[src/design/lsil_pkg.sv]
// ----------------------------------------------------------------------------
// Line start index lookup package
// Shared widths, limits, item types and codes for the line start lookup block.
// ----------------------------------------------------------------------------
package lsil_pkg;

	localparam int MAX_LINES  = 1024;
	localparam int MAX_BYTES  = 1048576;
	localparam int IDX_W      = $clog2(MAX_LINES);
	localparam int LINE_W     = 11;
	localparam int OFF_W      = 21;
	localparam int CMD_DEPTH  = 4;
	localparam int CPTR_W     = $clog2(CMD_DEPTH);
	localparam int CCNT_W     = $clog2(CMD_DEPTH + 1);

	localparam logic [7:0] NEWLINE_BYTE = 8'd10;

	typedef enum logic [1:0] {
		OP_CLEAR  = 2'd0,
		OP_APPEND = 2'd1,
		OP_FIND   = 2'd2,
		OP_LOCATE = 2'd3
	} opcode_t;

	typedef enum logic [1:0] {
		ST_OK    = 2'd0,
		ST_RANGE = 2'd1,
		ST_FULL  = 2'd2
	} status_t;

	typedef struct packed {
		logic [1:0]        opcode;
		logic [7:0]        data_byte;
		logic [OFF_W-1:0]  query_offset;
		logic [LINE_W-1:0] query_line;
		logic [OFF_W-1:0]  query_column;
	} item_t;

	typedef struct packed {
		status_t           status;
		logic [LINE_W-1:0] line_out;
		logic [OFF_W-1:0]  column_out;
		logic [OFF_W-1:0]  offset_out;
	} result_t;

	// Classified command passed from the front to the back.
	typedef struct packed {
		opcode_t           kind;
		logic              is_newline;
		logic              line_zero;
		logic [LINE_W-1:0] query_line;
		logic [LINE_W-1:0] line_idx;
		logic [OFF_W-1:0]  query_offset;
		logic [OFF_W-1:0]  query_column;
	} cmd_t;

	typedef struct packed {
		logic              busy;
		logic [LINE_W-1:0] line_count;
	} back_stat_t;

endpackage

[src/design/lsil_cmd_fifo.sv]
// ----------------------------------------------------------------------------
// Line start lookup command queue
// Short queue of classified commands between the front and the back.
// ----------------------------------------------------------------------------
module lsil_cmd_fifo (
	input  logic           clk,
	input  logic           arst_n,
	input  logic           wr_valid,
	output logic           wr_ready,
	input  lsil_pkg::cmd_t wr_cmd,
	output logic           rd_valid,
	input  logic           rd_ready,
	output lsil_pkg::cmd_t rd_cmd
);

	lsil_pkg::cmd_t                    slots_q [lsil_pkg::CMD_DEPTH];
	logic [lsil_pkg::CPTR_W-1:0]       wr_ptr_q;
	logic [lsil_pkg::CPTR_W-1:0]       rd_ptr_q;
	logic [lsil_pkg::CCNT_W-1:0]       count_q;
	logic                              do_wr;
	logic                              do_rd;

	assign wr_ready = (count_q != lsil_pkg::CCNT_W'(lsil_pkg::CMD_DEPTH));
	assign rd_valid = (count_q != '0);
	assign rd_cmd   = slots_q[rd_ptr_q];
	assign do_wr    = wr_valid && wr_ready;
	assign do_rd    = rd_valid && rd_ready;

	always_ff @(posedge clk or negedge arst_n) begin
		if (!arst_n) begin
			wr_ptr_q <= '0;
			rd_ptr_q <= '0;
			count_q  <= '0;
		end else begin
			if (do_wr) begin
				wr_ptr_q <= wr_ptr_q + lsil_pkg::CPTR_W'(1);
			end
			if (do_rd) begin
				rd_ptr_q <= rd_ptr_q + lsil_pkg::CPTR_W'(1);
			end
			if (do_wr && !do_rd) begin
				count_q <= count_q + lsil_pkg::CCNT_W'(1);
			end else if (do_rd && !do_wr) begin
				count_q <= count_q - lsil_pkg::CCNT_W'(1);
			end
		end
	end

	always_ff @(posedge clk) begin
		if (do_wr) begin
			slots_q[wr_ptr_q] <= wr_cmd;
		end
	end

endmodule

[config.mk]
export PLATFORM = sky130hd
export DESIGN_NAME = lsil_cmd_fifo
export DESIGN_NICKNAME = d
export VERILOG_FILES = /design/src/design/lsil_pkg.sv /design/src/design/lsil_cmd_fifo.sv
export SDC_FILE = /design/constraint.sdc
export NUM_CORES = 1
export LEC_CHECK = 0
export BUFFER_PORTS_ARGS = -buffer_cell sky130_fd_sc_hd__clkbuf_2
export CORE_MARGIN = 2
export CORE_UTILIZATION = 42
export CTS_CLUSTER_SIZE = 10
export DETAILED_ROUTE_END_ITERATION = 8
export GPL_TIMING_DRIVEN = 0
export PLACE_DENSITY = 0.61
export SYNTH_ARGS = -nofsm -noshare
export SYNTH_HDL_FRONTEND = slang
export SYNTH_SLANG_ARGS = --single-unit
[constraint.sdc]
create_clock -name clk -period 3.5 [get_ports clk]
set_input_delay 0.175 -clock clk [delete_from_list [all_inputs] [get_ports clk]]
set_output_delay 0.175 -clock clk [all_outputs]
set_load 0.01 [all_outputs]
==> results.json <==
{
  "fmax_mhz": 432,
  "path_cells": "buf_2, buf_2, buf_4, mux4_2, clkbuf_2",
  "cts_tree": "done",
  "multi_input_comb_area_um2": 1760,
  "ys_warn_count": 0,
  "comb_power_share_pct": 31.4,
  "antenna_found_initial": 0,
  "die_h_um": 161,
  "power.internal_mw": 7.62,
  "die_w_um": 161,
  "grtUsageTotal_pct": 15.0,
  "drive_gt1_share_pct": 41.0,
  "post_drt_wl_per_cell_um": 19.3,
  "std_cell_rows": 57,
  "synthArstFlopShare_pct": 2.51,
  "clk_latency_ns": 0.53,
  "slew_violations": 0,
  "whs_ns": 0.106,
  "stdcell_count": 975,
  "die_area_um2": 25800,
  "wirelength_mm": 18.8,
  "num_vias": 4865,
  "synth_ff_type": "edfxtp_1",
  "min_period_over_period_pct": 66.1,
  "place_ws_ns": 1.28,
  "peakVddDrop_mv": 0.451,
  "p_switching_mw": 3.01,
  "r2r-start": "count_q[1]",
  "grt_max_degree": 42,
  "crit_path_start_kind": "flop",
  "drt-vias-per-instance": 4.99,
  "coreArea_um2": 24200,
  "finalWeightedCongestion": 0.699,
  "fill_cells": 1858,
  "grt-ovfl-total": 0,
  "synth_top_area_share_pct": 79.3,
  "drc": 0,
  "criticalPathCategory": "reg2out",
  "clk_path_buf_depth": 3,
  "period_minus_slack_ns": 2.31,
  "syn_area_um2": 10300,
  "syn_nets": 469,
  "antenna_cells": 0,
  "synth_top_area_cell": "edfxtp_1",
  "seq_power_share_pct": 43.0,
  "nets": 718,
  "power.total_mw": 10.6,
  "rr_endpoint": "count_q[2]",
  "setup_violations": 0,
  "cpPeakStageDelay_ns": 0.33,
  "p_leak_nw": 4.55,
  "syn_avg_cell_area_um2": 26.3,
  "dp.cells": 860,
  "ctsHtreeMaxLevel": 1,
  "hold_viol_final": 0,
  "cp_slowest_cell": "dfrtp_1",
  "swShare_pct": 28.3,
  "maxSlewHeadroom_pct": 66.2,
  "fin_skew_ns": 0.00671,
  "p_per_area_nw_per_um2": 813,
  "synth_cells": 391,
  "clock_power_share_pct": 25.6,
  "rrSetupSlack_ns": 1.25,
  "grt_pass1_vias": 5362,
  "critPathMaxFanout": 10,
  "clock_sinks": 279,
  "drt.antenna.violating_nets": 0,
  "cts_root_buf": "clkbuf_16",
  "r2r_cells": 8,
  "arrival_ns": 2.14,
  "yosysMostFrequentCell": "edfxtp_1",
  "status": "finished, final reports clean",
  "area_growth_pct": 26.9,
  "cp_common_cell": "buf_2",
  "yosys-top-cells-count": "edfxtp_1 (272), mux4_2 (68), buf_12 (7), buf_2 (7), dfrtp_1 (7)",
  "path_clk_slew_ns": 0.06,
  "drtPass1Iterations": 6,
  "dpl.hpwl_mm": 11.3,
  "hold_class": "in2reg",
  "num_io_pins": 142,
  "worst_slew_pin_slew_ns": 0.507,
  "cp-startpoint": "rd_ptr_q[1]",
  "critPathRequiredTime_ns": 3.32,
  "start_util_pct": 42.6,
  "crit_path_end_kind": "primary output",
  "placed_cell_area_um2": 11500,
  "drt-initial-drc-count": 250,
  "critical_path.endpoint": "rd_cmd[40]",
  "numCtsBuffers": 31,
  "synthDistinctLibCells": 19,
  "final_area_um2": 13100,
  "worst_slack_ns": 1.19,
  "rsz0062_at_grt": "false",
  "synth_seq_area_share_pct": 81.0,
  "ff_latch_area_um2": 8340,
  "synth-seq-cells": 279,
  "synth_enable_flop_cells": 272,
  "grt_pass1_wl_mm": 29.7,
  "synthTopCellsByArea": "edfxtp_1 (79%), mux4_2 (15%), dfrtp_1 (1.7%)",
  "max-cap-violations": 0,
  "post-cts-setup-buffer-count": 0,
  "io_buffers": 141
}
worst max-delay path, delay by kind of cell, from the launching register on:
family | cells | cell delay (ns)
buffers and inverters | 4 | 0.94
flip-flops | 1 | 0.33
multiplexers | 1 | 0.33
cell families after synthesis:
| kind of cell | Yosys count | share of synthesized area [%] |
|---|---|---|
| multiplexers | 70 | 15.1 |
| buffers and inverters | 19 | 1.99 |
| AND/OR/NAND/NOR | 10 | 0.498 |
| XOR/XNOR | 6 | 0.510 |
| adder cells (fa/ha/maj) | 6 | 0.802 |
| flip-flops | 279 | 81.0 |
| AO/OA/AOI/OAI | 1 | 0.109 |
layout by cell type (no fill, tap or decap):
master         count
inv_1              3
nand3_1            1
dlygate4sd3_1     71
mux4_2            68
xor2_1             2
clkbuf_2         141
mux2_2             2
and2_4             4
fa_1               1
nor2_1             2
buf_6              1
buf_16             4
clkbuf_1          13
buf_4              1
clkbuf_16         31
ha_1               5
nand2_1            2
dfrtp_1            7
edfxtp_1         272
xnor2_1            4
a21boi_2           1
or3_1              1
buf_2              7
buf_12             7
worst min path at each step:
stage              from          end  slack, ns  cells past startpoint
3_5_place_dp     arst_n   count_q[2]       0.03                      1
5_1_grt        wr_valid  wr_ptr_q[0]       0.13                      3
6_report       wr_valid  wr_ptr_q[0]       0.11                      3
2_1_floorplan    arst_n   count_q[0]      -0.12                      0
3_3_place_gp     arst_n   count_q[2]       0.01                      1
4_1_cts        wr_valid  wr_ptr_q[0]       0.09                      3
power by group through the flow:
stage                     sequential [mW]  combinational (mW)  clock [mW]
final                                4.57                3.34        2.72
after global routing                 4.63                3.62        2.92
after CTS                            4.58                3.45        2.79
after detailed placement             4.65                3.37           0
after global placement               4.69                3.23           0
after floorplan                      4.63                2.15           0
timing repair:
action / 4_1_cts / 5_1_grt
hold buffers: 71 / 0
hold endpoints to repair: 281 / 0
resized for setup: 0 / 0
registers in the layout, summed over array words and instances (netlist names):
signal	count
rd_ptr_q	2
wr_ptr_q	2
slots_q	272
count_q	3
per-stage QoR:
| stage | utilization (%) | TNS [ns] |
|---|---|---|
| floorplan | - | 0 |
| finish | 54.0 | 0 |
| CTS | 54.0 | 0 |
| global route | 54.0 | 0 |
| global placement | 47.2 | -187.42 |
| detailed placement | 47.7 | 0 |
layer usage:
metal | routed length (um) | GRT usage (%)
met2 | 9330 | 25.2
met5 | 0 | 0
met4 | 346 | 3.69
met3 | 1080 | 3.46
met1 | 8090 | 20.2
layout make-up:
cell class                      count  share of cell area (%)
Timing Repair Buffer              216                    11.7
Multi-Input combinational cell     93                    13.5
Clock buffer                       44                    6.31
Inverter                            3                  0.0862
Buffer                             16                    1.48
Tap cell                          324                    3.10
Sequential cell                   279                    63.9
No activity file was read; power rests on OpenSTA's default activity.
