**src/design/lsil_pkg.sv**
```systemverilog
// ----------------------------------------------------------------------------
// Line start index lookup package
// Shared widths, limits, item types and codes for the line start lookup block.
// ----------------------------------------------------------------------------
package lsil_pkg;

	localparam int MAX_LINES  = 1024;
	localparam int MAX_BYTES  = 1048576;
	localparam int IDX_W      = $clog2(MAX_LINES);
	localparam int LINE_W     = 11;
	localparam int OFF_W      = 21;
	localparam int CMD_DEPTH  = 4;
	localparam int CPTR_W     = $clog2(CMD_DEPTH);
	localparam int CCNT_W     = $clog2(CMD_DEPTH + 1);

	localparam logic [7:0] NEWLINE_BYTE = 8'd10;

	typedef enum logic [1:0] {
		OP_CLEAR  = 2'd0,
		OP_APPEND = 2'd1,
		OP_FIND   = 2'd2,
		OP_LOCATE = 2'd3
	} opcode_t;

	typedef enum logic [1:0] {
		ST_OK    = 2'd0,
		ST_RANGE = 2'd1,
		ST_FULL  = 2'd2
	} status_t;

	typedef struct packed {
		logic [1:0]        opcode;
		logic [7:0]        data_byte;
		logic [OFF_W-1:0]  query_offset;
		logic [LINE_W-1:0] query_line;
		logic [OFF_W-1:0]  query_column;
	} item_t;

	typedef struct packed {
		status_t           status;
		logic [LINE_W-1:0] line_out;
		logic [OFF_W-1:0]  column_out;
		logic [OFF_W-1:0]  offset_out;
	} result_t;

	// Classified command passed from the front to the back.
	typedef struct packed {
		opcode_t           kind;
		logic              is_newline;
		logic              line_zero;
		logic [LINE_W-1:0] query_line;
		logic [LINE_W-1:0] line_idx;
		logic [OFF_W-1:0]  query_offset;
		logic [OFF_W-1:0]  query_column;
	} cmd_t;

	typedef struct packed {
		logic              busy;
		logic [LINE_W-1:0] line_count;
	} back_stat_t;

endpackage

```
**src/design/lsil_front.sv**
```systemverilog
// ----------------------------------------------------------------------------
// Line start lookup front end
// Accepts input beats, classifies them and hands them to the command queue.
// ----------------------------------------------------------------------------
module lsil_front (
	input  logic           clk,
	input  logic           arst_n,
	input  logic           push,
	output logic           full,
	input  lsil_pkg::item_t item,
	output logic           cmd_valid,
	input  logic           cmd_ready,
	output lsil_pkg::cmd_t cmd
);

	logic           valid_s1;
	lsil_pkg::cmd_t cmd_s1;
	lsil_pkg::cmd_t cmd_new;
	logic           take;

	always_comb begin
		cmd_new.kind         = lsil_pkg::opcode_t'(item.opcode);
		cmd_new.is_newline   = (item.data_byte == lsil_pkg::NEWLINE_BYTE);
		cmd_new.line_zero    = (item.query_line == '0);
		cmd_new.query_line   = item.query_line;
		cmd_new.line_idx     = item.query_line - lsil_pkg::LINE_W'(1);
		cmd_new.query_offset = item.query_offset;
		cmd_new.query_column = item.query_column;
	end

	assign full      = valid_s1 && !cmd_ready;
	assign take      = push && !full;
	assign cmd_valid = valid_s1;
	assign cmd       = cmd_s1;

	always_ff @(posedge clk or negedge arst_n) begin
		if (!arst_n) begin
			valid_s1 <= 1'b0;
		end else if (take) begin
			valid_s1 <= 1'b1;
		end else if (cmd_ready) begin
			valid_s1 <= 1'b0;
		end
	end

	always_ff @(posedge clk) begin
		if (take) begin
			cmd_s1 <= cmd_new;
		end
	end

endmodule

```
**config.mk**
```make
export PLATFORM = sky130hd
export DESIGN_NAME = lsil_front
export DESIGN_NICKNAME = d
export VERILOG_FILES = /design/src/design/lsil_pkg.sv /design/src/design/lsil_front.sv
export SDC_FILE = /design/constraint.sdc
export NUM_CORES = 1
export LEC_CHECK = 0
export BUFFER_PORTS_ARGS = -buffer_cell sky130_fd_sc_hd__buf_2
export CORE_ASPECT_RATIO = 0.75
export CORE_UTILIZATION = 43
export DETAILED_ROUTE_END_ITERATION = 12
export GPL_TIMING_DRIVEN = 0
export HOLD_SLACK_MARGIN = 0.15
export PLACE_DENSITY = 0.79
export SLEW_MARGIN = 30
export SYNTH_ARGS = -nofsm -noshare
export SYNTH_HDL_FRONTEND = slang
export SYNTH_SLANG_ARGS = --single-unit
```
**constraint.sdc**
```tcl
create_clock -name clk -period 3.4 [get_ports clk]
set_clock_uncertainty 0.1 [all_clocks]
set_input_delay 0.68 -clock clk [delete_from_list [all_inputs] [get_ports clk]]
set_output_delay 0.68 -clock clk [all_outputs]
set_load 0.1 [all_outputs]
```
==> flow_summary.yaml, run 1 <==
cts:
  clkLatencyLatePin_ns: 0.33
  root_buffer: "clkbuf_8"
  cts.htree.levels: 3
  cts.repair.resized: 0
  cts_tree: "done"
  cts.sinks: 69
  ctsLongestPathBuffers: 2
  numCtsBuffers: 9
  clk_pin_slew_ns: 0.07
worst_setup_path:
  cpPeakStageDelay_ns: 0.41
  worstSetupStartpointType: "input pin"
  critPathLaunch: "cmd_ready"
  critPathArrivalTime_ns: 1.42
  cpMostUsedCell: "buf_2"
  cp_max_fo: 3
  crit_required_ns: 2.62
  r2r_setup_slack_ns: 1.79
  path_cells: "buf_2, nand2b_1, inv_1, buf_2"
  slowest_stage: "buf_2"
  crit_type: "input pin to primary output"
  end_kind: "primary output"
  r2r-start: "cmd_valid"
yosys:
  synth_area_um2: 2330
  synthMuxAreaShare_pct: 0
  synth_top_family_by_area: "simple AND/OR/NAND/NOR gates"
  yosysUniqueCellTypes: 19
  seq_area_frac_synth_pct: 88.8
  synth-simple-area-share_pct: 6.13
  synth_nets: 173
  synth_fa_ha_area_share_pct: 1.07
  syn_area_per_cell_um2: 22.4
  synth_compound_area_share_pct: 0
  synth-seq-cells: 69
  synthXorXnorAreaFrac_pct: 3.39
  yosys_warnings: 0
  synth_cells: 104
timing:
  max_freq_mhz: 456
  period_minus_slack_ns: 2.20
  finalHoldViolCount: 0
  timing.final.ws_setup_ns: 1.20
  final-setup-viol-count: 0
  finalMaxSlewViolations: 0
  slew_headroom_pct: 66.6
  rsz0062_at_grt: "no"
  tightest_slew_ns: 0.505
  min_period_over_period_pct: 64.6
  hold_slack_ns: 0.417
global_routing:
  grt_pass1_wl_mm: 6.69
  grt_pass1_vias: 1465
  grt_usage_pct: 16.9
  gr-total-overflow: 0
  grt_max_degree: 40
  antenna_found_initial: 0
routing:
  viasPerCell: 4.51
  routedWlPerCell_um: 13.4
  drc: 0
  dr.pass1.iters: 4
  num_vias: 1487
  drt.antenna.violating_nets: 0
  drt_iter0_drc: 73
  drt-total-wl_mm: 4.41
final_layout:
  design_area_um2: 3350
  final_net_count: 322
  num_antenna_cells: 0
  final-instance-count-excl-fill: 330
  syn_to_final_growth_pct: 43.7
  fillers: 392
  drive_above_1_share_pct: 60.1
job:
  max-cap-violations: 0
die:
  die_x_um: 87.0
  initial_core_util_pct: 46.2
  core_area_um2: 5040
  die_y_um: 65.7
  dieArea_um2: 5720
  rows: 22
  ios: 137
power_and_ir_drop:
  peakVddDrop_uv: 356
  p_per_area_nw_per_um2: 644
  leakage_nw: 1.42
  p_total_mw: 2.15
placement:
  dpl.hpwl_mm: 3.28
  portBuffers: 136
  gp_congestion: 0.664
  place_worst_setup_slack_ns: 1.21
  place_area_um2: 3120
  dp_cells: 313
min_path:
  min-delay-start: "item[39]"
  min_path_type: "input pin to flip-flop"
outcome:
  run_status: "complete, no violations"
## report_power, final
group          internal [mW]  leakage, nW  total [mW]  switching (mW)
Clock                  0.408        0.107       0.691           0.283
Combinational         0.0690        0.657       0.462           0.393
Sequential             0.992        0.659        1.00         0.00949
Total                   1.47         1.42        2.15           0.685
## through the flow
stage	setup TNS, ns	util (%)
floorplan	0	-
global placement	-10.46	61.5
detailed placement	0	62.0
CTS	0	66.4
global route	0	66.4
finish	0	66.4
## path summary, 6_finish.rpt
check | end | cells past startpoint
worst max-delay path | full | 4
worst min-delay path | cmd[28] | 1
worst max register to register | cmd[25] | 3
worst min register to register | cmd_valid | 2
max in group asynchronous | cmd_valid | 2
min in group asynchronous | cmd_valid | 2
## metal layers
layer  GRT usage [%]  routed length (um)
met1            16.3                1620
met2            29.2                2190
met5               0                   0
met3            9.80                 509
met4            7.50                  90
## Yosys cell counts
cell | number | area, um2
nand3b_1 | 2 | 15.0
inv_1 | 4 | 15.0
edfxtp_1 | 68 | 2040
nor4_4 | 1 | 21.3
nand3_1 | 1 | 5.00
and4bb_1 | 1 | 12.5
nand4b_1 | 1 | 8.76
nor2_1 | 4 | 15.0
xnor2_1 | 6 | 52.6
or4_1 | 1 | 7.51
nand2_1 | 2 | 7.51
dfrtp_1 | 1 | 25.0
nand2b_1 | 2 | 12.5
nor3_1 | 2 | 10.0
nand4bb_1 | 1 | 11.3
ha_1 | 2 | 25.0
and2_1 | 1 | 6.26
xor2_1 | 3 | 26.3
and4_2 | 1 | 10.0
## worst max-delay path, delay by kind of cell
family,cells,cell delay (ns)
and+or+nand+nor,1,0.16
buffers and inverters,3,0.56
## layout by cell type (no fill, tap or decap)
cell,n
dlygate4sd3_1,1
and4bb_1,1
nand2_1,2
clkinv_4,1
nand3_1,1
and2_4,1
nor2_1,4
nand4bb_1,1
clkbuf_8,9
ha_1,2
buf_12,1
nand3b_1,2
xnor2_1,6
clkinv_1,1
and4_2,1
nor4_4,1
or4_1,1
dfrtp_1,1
bufinv_16,2
clkinvlp_4,1
nand2b_1,2
nand4b_1,1
edfxtp_1,68
xor2_1,3
clkinv_2,2
nor3_1,2
buf_2,136
inv_1,4
## flip-flops by register name, summed over array words and instances (netlist names)
signal     count
cmd           68
cmd_valid      1
## cell type report
type / instances / area [um2] / share of cell area (%)
Clock buffer: 9 / 124 / 3.70
Clock inverter: 7 / 90.1 / 2.69
Inverter: 4 / 15.0 / 0.449
Multi-Input combinational cell: 31 / 249 / 7.44
Sequential cell: 69 / 2070 / 61.8
Tap cell: 72 / 90.1 / 2.69
Timing Repair Buffer: 138 / 711 / 21.2
## cell families (layout without fill, tap and decap cells)
group | Yosys count | count (layout)
simple gates | 20 | 20
xor+xnor | 9 | 9
fa+ha+maj | 2 | 2
buf+inv | 4 | 158
flops | 69 | 69
## repair_timing
| action | CTS | global route |
|---|---|---|
| hold buffers | 1 | 0 |
| hold endpoints to repair | 1 | 0 |
| buffers inserted | 0 | 0 |
(Power assumes the default switching activity.)
==> inputs of run 2 (changes only) <==
==> constraint.sdc (replaced) <==
create_clock -name clk -period 2.2 [get_ports clk]
set_clock_uncertainty 0.1 [all_clocks]
set_input_delay 0.44 -clock clk [delete_from_list [all_inputs] [get_ports clk]]
set_output_delay 0.44 -clock clk [all_outputs]
set_load 0.1 [all_outputs]
==> run 2 against run 1 <==
Compared with the run above:
- register-to-register slack lost 1.4 ns
- sequential power increased by 55%
- non-clock buffer count is 3 higher
- total power increased by 60%
- setup slack got worse by 0.84 ns
- global-route usage grew 0.31 points
- sequential share of layout area decreased by 0.84 points
- final area is 1.4% higher
- combinational power up 54%
- final cell count rose by 0.61%
- count of clock-buffer cells in the layout stayed put
- first-iteration DRC count is 8.2% lower
- largest cell class unchanged
- highest routed layer unchanged
==> flow_summary.yaml, run 2 (same netlist as run 1, synthesis figures left out) <==
outcome:
  run_status: "complete, no violations"
timing:
  finalHoldViolCount: 0
  finalMaxSlewViolations: 0
  fin_tns_setup_ns: 0
  tightest_slew_ns: 0.840
  rsz0062_at_grt: "no"
  slew_headroom_pct: 44.0
  max_freq_mhz: 545
  period_minus_slack_ns: 1.84
  min_period_over_period_pct: 83.4
  final-setup-viol-count: 0
routing:
  num_vias: 1478
  viasPerCell: 4.45
  dr.pass1.iters: 4
  drt_iter0_drc: 67
  routedWlPerCell_um: 14.0
  drt.antenna.violating_nets: 0
  drt-total-wl_mm: 4.63
  drc: 0
power_and_ir_drop:
  p_per_area_nw_per_um2: 1020
  leakage_nw: 1.44
  peakVddDrop_uv: 516
cts:
  cts_tree: "done"
  root_buffer: "clkbuf_8"
  cts.sinks: 69
  clk_pin_slew_ns: 0.07
  ctsLongestPathBuffers: 2
  cts.repair.resized: 0
  clkLatencyLatePin_ns: 0.32
  numCtsBuffers: 9
  cts.htree.levels: 3
worst_setup_path:
  rr_worst_depth: 2
  slowest_stage: "buf_2"
  cp_max_fo: 3
  critPathArrivalTime_ns: 1.30
  critPathLaunch: "cmd_valid"
  crit_type: "flip-flop to primary output"
  end_kind: "primary output"
  r2r_end: "cmd[26]"
  crit_required_ns: 1.66
  cpPeakStageDelay_ns: 0.41
  worstSetupStartpointType: "flip-flop"
  path_cells: "nand2b_1, clkinvlp_4, buf_2"
  r2r-start: "cmd_valid"
  r2r_setup_slack_ns: 0.43
  cp-endpoint: "full"
final_layout:
  final_cell_mix: "buf_2 (136), edfxtp_1 (68), clkbuf_8 (9), xnor2_1 (6), dlygate4sd3_1 (5)"
  num_antenna_cells: 0
  fillers: 367
  design_area_um2: 3390
  syn_to_final_growth_pct: 45.7
  final_net_count: 325
  final_common_cell: "buf_2"
  drive_above_1_share_pct: 59.6
  largest_reg_flops: 68
global_routing:
  grt_pass1_vias: 1343
  antenna_found_initial: 0
  grt_usage_pct: 17.2
  grt_max_degree: 69
  gr-total-overflow: 0
  grt_pass1_wl_mm: 6.68
die:
  die_y_um: 65.7
  die_x_um: 87.0
  core_area_um2: 5040
  dieArea_um2: 5720
  initial_core_util_pct: 46.2
  rows: 22
  ios: 137
placement:
  place_area_um2: 3110
  dpl.hpwl_mm: 3.40
  portBuffers: 136
  gp_congestion: 0.727
job:
  max-cap-violations: 0
min_path:
  min_path_type: "input pin to flip-flop"
==> run 2: cell count changes in the layout (fill, tap and decap cells not counted) <==
cell,delta
clkinv_2,-1
inv_1,-1
dlygate4sd3_1,+4
clkinv_1,-1
clkinv_4,+1
buf_12,-1
bufinv_16,+1
==> run 2: layout make-up <==
class / count / area [um2] / share of cell area (%)
Timing Repair Buffer: 141 / 731 / 21.5
Tap cell: 72 / 90.1 / 2.66
Clock inverter: 6 / 113 / 3.32
Sequential cell: 69 / 2070 / 60.9
Inverter: 4 / 18.8 / 0.553
Clock buffer: 9 / 124 / 3.65
Multi-Input combinational cell: 31 / 249 / 7.34
==> run 2: critical path, delay by kind of cell (launching register included) <==
| kind | cells | cell delay [ns] |
|---|---|---|
| DFF | 1 | 0.35 |
| and+or+nand+nor | 1 | 0.12 |
| buffers and inverters | 2 | 0.50 |
==> run 2: metrics by stage <==
| stage | total power, mW | instances | hold WS (ns) | setup slack [ns] | util [%] |
|---|---|---|---|---|---|
| floorplan | 2.14 | 104 | 0.0444 | 0.0667 | - |
| global placement | 2.28 | 312 | 0.115 | 0.269 | 61.6 |
| detailed placement | 2.29 | 312 | 0.116 | 0.257 | 61.6 |
| CTS | 3.49 | 328 | 0.154 | 0.341 | 66.5 |
| global route | 3.57 | 332 | 0.150 | 0.309 | 67.3 |
| finish | 3.45 | 332 | 0.180 | 0.365 | 67.3 |
==> run 2: layer usage <==
metal  track usage (%)  vias up  part of all wire, %
met5                 0        -                    0
met4              8.33        0                  1.4
met1              15.7      678                   34
met2              29.6       91                   51
met3              11.1        8                   14
li1                  -      701                    -
==> run 2: power by group <==
group | internal (mW) | total, mW | switching [mW] | leakage [nW]
clock network | 0.748 | 1.19 | 0.444 | 0.119
registers | 1.53 | 1.55 | 0.0162 | 0.659
logic | 0.106 | 0.713 | 0.607 | 0.658
==> run 2: what timing repair did <==
item / in CTS / in global routing
setup buffers: 0 / 0
hold buffers: 1 / 4
endpoints found under the hold margin: 1 / 4
==> run 2: worst min path at each step <==
stage                     startpoint         to  slack [ns]  cells past startpoint
final                       item[38]    cmd[27]        0.18                      1
after global routing        item[46]    cmd[35]        0.15                      1
after CTS                    item[0]     cmd[0]        0.15                      1
after detailed placement      arst_n  cmd_valid        0.12                      1
after global placement        arst_n  cmd_valid        0.11                      1
after floorplan               arst_n  cmd_valid        0.04                      0
